### src/chd_ram.sv
`timescale 1ns / 1ps
// generic simple dual-port ram, one write port and one registered read port
// no dependencies
module chd_ram #(
    parameter int WIDTH = 8,
    parameter int DEPTH = 64
) (
    input  logic                     i_clk,
    input  logic                     i_we,
    input  logic [$clog2(DEPTH)-1:0] i_waddr,
    input  logic [WIDTH-1:0]         i_wdata,
    input  logic [$clog2(DEPTH)-1:0] i_raddr,
    output logic [WIDTH-1:0]         o_rdata
);

    logic [WIDTH-1:0] r_mem [DEPTH];
    logic [WIDTH-1:0] r_rdata;

    always_ff @(posedge i_clk) begin
        if (i_we) begin
            r_mem[i_waddr] <= i_wdata;
        end
        r_rdata <= r_mem[i_raddr];
    end

    assign o_rdata = r_rdata;

endmodule

### config.mk
export PLATFORM = sky130hd
export DESIGN_NAME = chd_ram
export DESIGN_NICKNAME = d
export VERILOG_FILES = /design/src/chd_ram.sv
export SDC_FILE = /design/constraint.sdc
export NUM_CORES = 1
export LEC_CHECK = 0
export BUFFER_PORTS_ARGS = -buffer_cell sky130_fd_sc_hd__buf_4
export CAP_MARGIN = 0
export CORE_MARGIN = 5
export CORE_UTILIZATION = 53
export DETAILED_ROUTE_END_ITERATION = 8
export GPL_ROUTABILITY_DRIVEN = 0
export PLACE_DENSITY = 0.77
export SLEW_MARGIN = 15
export SYNTH_ARGS = -nofsm -noshare
export SYNTH_HDL_FRONTEND = slang
export SYNTH_SLANG_ARGS = --single-unit
### constraint.sdc
create_clock -name i_clk -period 3.3 [get_ports i_clk]
set_input_delay 0.165 -clock i_clk [delete_from_list [all_inputs] [get_ports i_clk]]
set_output_delay 0.165 -clock i_clk [all_outputs]
set_load 0.005 [all_outputs]
* Word level (Yosys, flattened, before mapping)
Memories as Yosys holds them, arrays and structs flattened. A register that Yosys moved wholly into a read port is not among the register bits. Index checks and enable logic that the tools add are counted.
Operators by class: multiplexer cells 2
Operators with widths (number):
- 2-to-1 mux 1 bit | 2
Word-level totals: register bits after elaboration 0, memory bits (writable) 512, input port bits 22, output and inout port bits 8, logic and storage cells 3, memories 1
Memories:
- r_mem | depth 64, width 8, rd ports 1, clocked after memory_dff 1, write ports 1, RTL line 16 | logic [WIDTH-1:0] r_mem [DEPTH];

* Logic depth before layout (Yosys ltp)
depth in word-level cells 2, depth in mapped cells 9, depth with buffers taken out 5

* Worst setup path after synthesis
Ideal clock, no wire load.
path type input to register, from input i_raddr[1], to register r_rdata[3], in the netlist o_rdata[3], read port of r_mem, library setup time 0.128 ns, arrival 1.705 ns, required time 3.172 ns, setup slack 1.467 ns, stages on the path 7, buffers on the path 3, cells stage by stage buf_4 -> buf_2 -> buf_2 -> mux4_2 -> mux4_2 -> o21ai_1 -> o41ai_1
RTL lines:
- from (decl) | RTL line 12 | input logic [$clog2(DEPTH)-1:0] i_raddr,
- to (decl) | RTL line 17 | logic [WIDTH-1:0] r_rdata;

==> impl_results.html <==
<table>
<tr><th>Metric</th><th>Value</th></tr>
<tr><th colspan="2">Run status</th></tr>
<tr><td>Run status</td><td>finished clean</td></tr>
<tr><th colspan="2">GRT</th></tr>
<tr><td>Residual overflow from global routing</td><td>0</td></tr>
<tr><td>Met3 Track Usage GR</td><td>between 3 and 4%</td></tr>
<tr><td>Met2 Use GR</td><td>34.1%</td></tr>
<tr><td>Antenna violations before repair</td><td>1</td></tr>
<tr><td>Via count of the first global-routing pass</td><td>10200</td></tr>
<tr><td>Total GRT Usage</td><td>a little over a fifth</td></tr>
<tr><td>Global routing usage on met1</td><td>30.4%</td></tr>
<tr><td>Global-route wire length before repair</td><td>around 66 mm</td></tr>
<tr><td>Busiest layer in global routing</td><td>met2</td></tr>
<tr><td>Maximum number of pins on one net before global-route repair</td><td>between 60 and 70</td></tr>
<tr><th colspan="2">Logic synthesis</th></tr>
<tr><td>Net count after synthesis</td><td>roughly 960</td></tr>
<tr><td>Share of async-settable or async-resettable flops after synthesis</td><td>0%</td></tr>
<tr><td>Ys Warns</td><td>0</td></tr>
<tr><td>Biggest area contributors in the synthesized netlist</td><td>edfxtp_1 76%, mux4_2 14%, nor2_1 1.5%</td></tr>
<tr><td>Total of flip-flops plus latches after synthesis</td><td>520</td></tr>
<tr><td>Number of distinct library cell variants in the gate-level netlist after synthesis</td><td>40</td></tr>
<tr><td>Count of mapped cells out of synthesis</td><td>940</td></tr>
<tr><td>Synthesized area divided by synthesized cell count</td><td>around 21 sq um</td></tr>
<tr><td>Leading area contributor after synthesis</td><td>edfxtp_1</td></tr>
<tr><td>Dominant synthesized flop cell</td><td>edfxtp_1</td></tr>
<tr><td>Area share of the largest cell type after synthesis</td><td>76.2%</td></tr>
<tr><td>Cell area after synthesis</td><td>just over 20000 sq um</td></tr>
<tr><td>Sequential area share after synthesis</td><td>77.0%</td></tr>
<tr><td>Number of synthesized flops with an enable pin</td><td>between 500 and 600</td></tr>
<tr><th colspan="2">Critical path</th></tr>
<tr><td>Critical path endpoint category</td><td>flop</td></tr>
<tr><td>Sort of element at the start of the critical path</td><td>flop</td></tr>
<tr><td>Data arrival time of the critical path</td><td>~2.7 ns</td></tr>
<tr><td>Kind of critical path</td><td>reg -&gt; reg</td></tr>
<tr><td>Worst-path cell chain</td><td>mux4_2 -&gt; mux2_2 -&gt; o221a_2 -&gt; nor3_1 -&gt; o32ai_1</td></tr>
<tr><td>Required time of the critical path</td><td>about 3.7 ns</td></tr>
<tr><td>Crit path largest cell delay</td><td>0.56 ns</td></tr>
<tr><td>Max FO, Critical Path</td><td>1</td></tr>
<tr><td>Cell with the largest stage delay on the worst path</td><td>nor3_1</td></tr>
<tr><th colspan="2">Min path</th></tr>
<tr><td>Worst min-delay path class</td><td>in -&gt; reg</td></tr>
<tr><th colspan="2">Floorplanning</th></tr>
<tr><td>Number of top-level pins</td><td>30</td></tr>
<tr><td>Core Box Area</td><td>~38000 sq um</td></tr>
<tr><td>Effective utilization at floorplan</td><td>between 50% and 60%</td></tr>
<tr><td>Die Area</td><td>roughly 42000 sq um</td></tr>
<tr><td>Die extent in x</td><td>205 um</td></tr>
<tr><td>Vertical extent of the die</td><td>a little over 200 um</td></tr>
<tr><td>Placement Rows</td><td>about 70</td></tr>
<tr><th colspan="2">Route</th></tr>
<tr><td>Residual antenna-violating net count after detailed routing</td><td>0</td></tr>
<tr><td>Vias post-DR</td><td>9864</td></tr>
<tr><td>WL/cell</td><td>approximately 28 um</td></tr>
<tr><td>Post-Route WL</td><td>43.8 mm</td></tr>
<tr><td>Drt first pass iters</td><td>5</td></tr>
<tr><td>Mean number of vias per cell</td><td>about 6.4</td></tr>
<tr><td>Number of DRC violations after detailed-routing iteration 0</td><td>~1100</td></tr>
<tr><td>Number of DRC violations after detailed routing</td><td>0</td></tr>
<tr><th colspan="2">Pwr</th></tr>
<tr><td>Sequential fraction of design power</td><td>approximately half</td></tr>
<tr><td>Static leakage</td><td>7.15 nW</td></tr>
<tr><td>Switching power summed over all nets</td><td>between 2 and 3 mW</td></tr>
<tr><td>Combinational power share</td><td>4.6%</td></tr>
<tr><td>P_int</td><td>around 12 mW</td></tr>
<tr><td>Power density over the cells</td><td>634 nW/um^2</td></tr>
<tr><td>Switching share of power</td><td>19.6%</td></tr>
<tr><td>Max IR drop VDD</td><td>around 0.42 mV</td></tr>
<tr><td>Part of the power in the clock network</td><td>44.7%</td></tr>
<tr><th colspan="2">STA</th></tr>
<tr><td>Final clock skew</td><td>between 0.015 and 0.02 ns</td></tr>
<tr><td>Slew at the pin closest to its max-slew limit</td><td>0.987 ns</td></tr>
<tr><td>Setup TNS</td><td>0 ns</td></tr>
<tr><td>Number of hold violations in the final report</td><td>0</td></tr>
<tr><td>Setup-failing EPs final</td><td>0</td></tr>
<tr><td>Max_slew headroom</td><td>between 30% and 40%</td></tr>
<tr><td>Maximum achievable frequency</td><td>between 400 and 500 MHz</td></tr>
<tr><td>Number of pins with negative max-slew slack in the final report</td><td>0</td></tr>
<tr><td>Crit path time final</td><td>between 2 and 2.5 ns</td></tr>
<tr><td>Fraction of the cycle the final worst path needs</td><td>between 70% and 80%</td></tr>
<tr><td>Setup repair after global routing missed its margin</td><td>false</td></tr>
<tr><td>Post-layout worst setup margin</td><td>around 0.98 ns</td></tr>
<tr><th colspan="2">Finish</th></tr>
<tr><td>ANT cells</td><td>0</td></tr>
<tr><td>Fin nets</td><td>1018</td></tr>
<tr><td>Signed area change from the synthesized netlist to the final layout</td><td>13.2%</td></tr>
<tr><td>Filler Cell Count</td><td>about 2500</td></tr>
<tr><td>Share of layout cells above drive strength 1</td><td>26.8%</td></tr>
<tr><td>Share of the core filled with cells in the final layout</td><td>between 60% and 70%</td></tr>
<tr><th colspan="2">Job</th></tr>
<tr><td>Number of violations of the max-capacitance limit</td><td>0</td></tr>
<tr><th colspan="2">CTS</th></tr>
<tr><td>Clock input transition at the sequential cells of the worst setup and hold paths</td><td>0.07 ns</td></tr>
<tr><td>Master cell of the clock root buffer</td><td>clkbuf_16</td></tr>
<tr><td>Clock latency at the later pin of the worst-skew pair</td><td>0.57 ns</td></tr>
<tr><td>Deepest clock path buffer count</td><td>3</td></tr>
<tr><td>TritonCTS buffer count</td><td>49</td></tr>
<tr><td>TritonCTS clock tree</td><td>built</td></tr>
<tr><td>Depth of the CTS H-tree</td><td>2</td></tr>
<tr><td>Sink Count</td><td>520</td></tr>
<tr><th colspan="2">Place</th></tr>
<tr><td>Minimum setup slack after placement</td><td>~0.46 ns</td></tr>
<tr><td>Number of I/O port buffers</td><td>29</td></tr>
<tr><td>Detailed Place HPWL</td><td>between 20 and 30 mm</td></tr>
</table>
synthesized netlist by cell type (all sizes together), types with 4 or more instances:
cell and count:
clkbuf 17, mux2i 23, o21ai 4, edfxtp 512, buf 34, nand3 13, nand2 19, dfxtp 8
nor2b 14, a221oi 6, nand2b 7, nor3 7, a211oi 4, mux2 13, o22ai 8, nor2 83
mux4 126, o221ai 8
state kept, by name, summed over array words and instances, names as in the netlist:
| name | flops |
|---|---|
| r_mem | 512 |
| o_rdata | 8 |
kinds of logic (layout without fill, tap and decap cells):
kind of cell | count (synthesis) | after routing | share of synthesized area [%]
mux | 162 | 162 | 15.9
compound gates | 54 | 54 | 2.07
flops | 520 | 520 | 77.0
buf+inv | 51 | 148 | 1.57
simple gates | 153 | 153 | 3.39
layer usage:
metal  share of wire [%]  vias to the layer above
li1                    -                     4037
met4                 3.7                        2
met1                  39                     5169
met5               0.025                        -
met2                  49                      566
met3                 8.1                       90
power by group through the flow:
stage | combinational [mW] | sequential [mW] | clock (mW)
CTS | 0.674 | 7.34 | 6.52
finish | 0.670 | 7.34 | 6.47
global placement | 0.651 | 7.48 | 0
floorplan | 0.390 | 7.46 | 0
detailed placement | 0.666 | 7.48 | 0
global route | 0.712 | 7.34 | 6.84
worst max-delay path: cells and delay by family (launching register included):
family	cells	cell delay (ns)
AO/OA/AOI/OAI	2	0.45
flip-flops	1	0.39
multiplexers	2	0.76
AND/OR/NAND/NOR	1	0.56
worst paths after layout:
path / startpoint / cells after the start / endpoint / slack (ns)
setup reg to reg: r_mem[24][6] / 5 / o_rdata[6] / 0.98
hold / removal: i_waddr[1] / 2 / r_mem[48][2] / 0.08
setup / recovery: r_mem[24][6] / 5 / o_rdata[6] / 0.98
hold reg to reg: r_mem[22][2] / 4 / o_rdata[2] / 0.83
through the flow:
stage / power (mW) / hold WS (ns) / instance area [sq um] / instances
floorplan: 7.85 / 0.264 / 20200 / 940
global placement: 8.13 / 0.557 / 20900 / 1455
detailed placement: 8.14 / 0.573 / 20900 / 1455
CTS: 14.5 / 0.0521 / 22800 / 1548
global route: 14.9 / 0.0722 / 22800 / 1548
finish: 14.5 / 0.0796 / 22800 / 1548
layout by cell type (no fill, tap or decap), types with 3 or more instances in the layout:
master      instances
edfxtp_1          512
mux4_2            126
nor2_1             83
buf_4              52
clkbuf_16          51
mux2i_1            23
nand2_1            19
bufinv_16          15
nor2b_1            14
mux2_2             13
nand3_1            13
o221ai_1            8
o22ai_1             8
dfxtp_1             8
nand2b_1            7
nor3_1              7
clkinv_2            7
a221oi_1            6
clkinv_1            5
clkbuf_1            5
a211oi_1            4
clkbuf_8            4
nand3b_1            3
a21oi_1             3
a22oi_1             3
o2111ai_1           3
o2bb2ai_1           3
clkinvlp_4          3
area by class of cell:
class,count,area (sq um),area share (%)
clock buffer,59,1340,5.85
clock inverter,33,553,2.42
multi-input combinational,369,4320,18.9
sequential,520,15500,68.0
tap,511,639,2.80
timing repair buffer,56,454,1.99
what timing repair did:
item | CTS | global route
endpoints found under the hold margin | 2 | 0
resized for setup | 0 | 0
setup buffers | 0 | 0
endpoints found under the setup margin | 0 | 0
hold buffers | 1 | 0
Power figures use the tool's default switching activity.
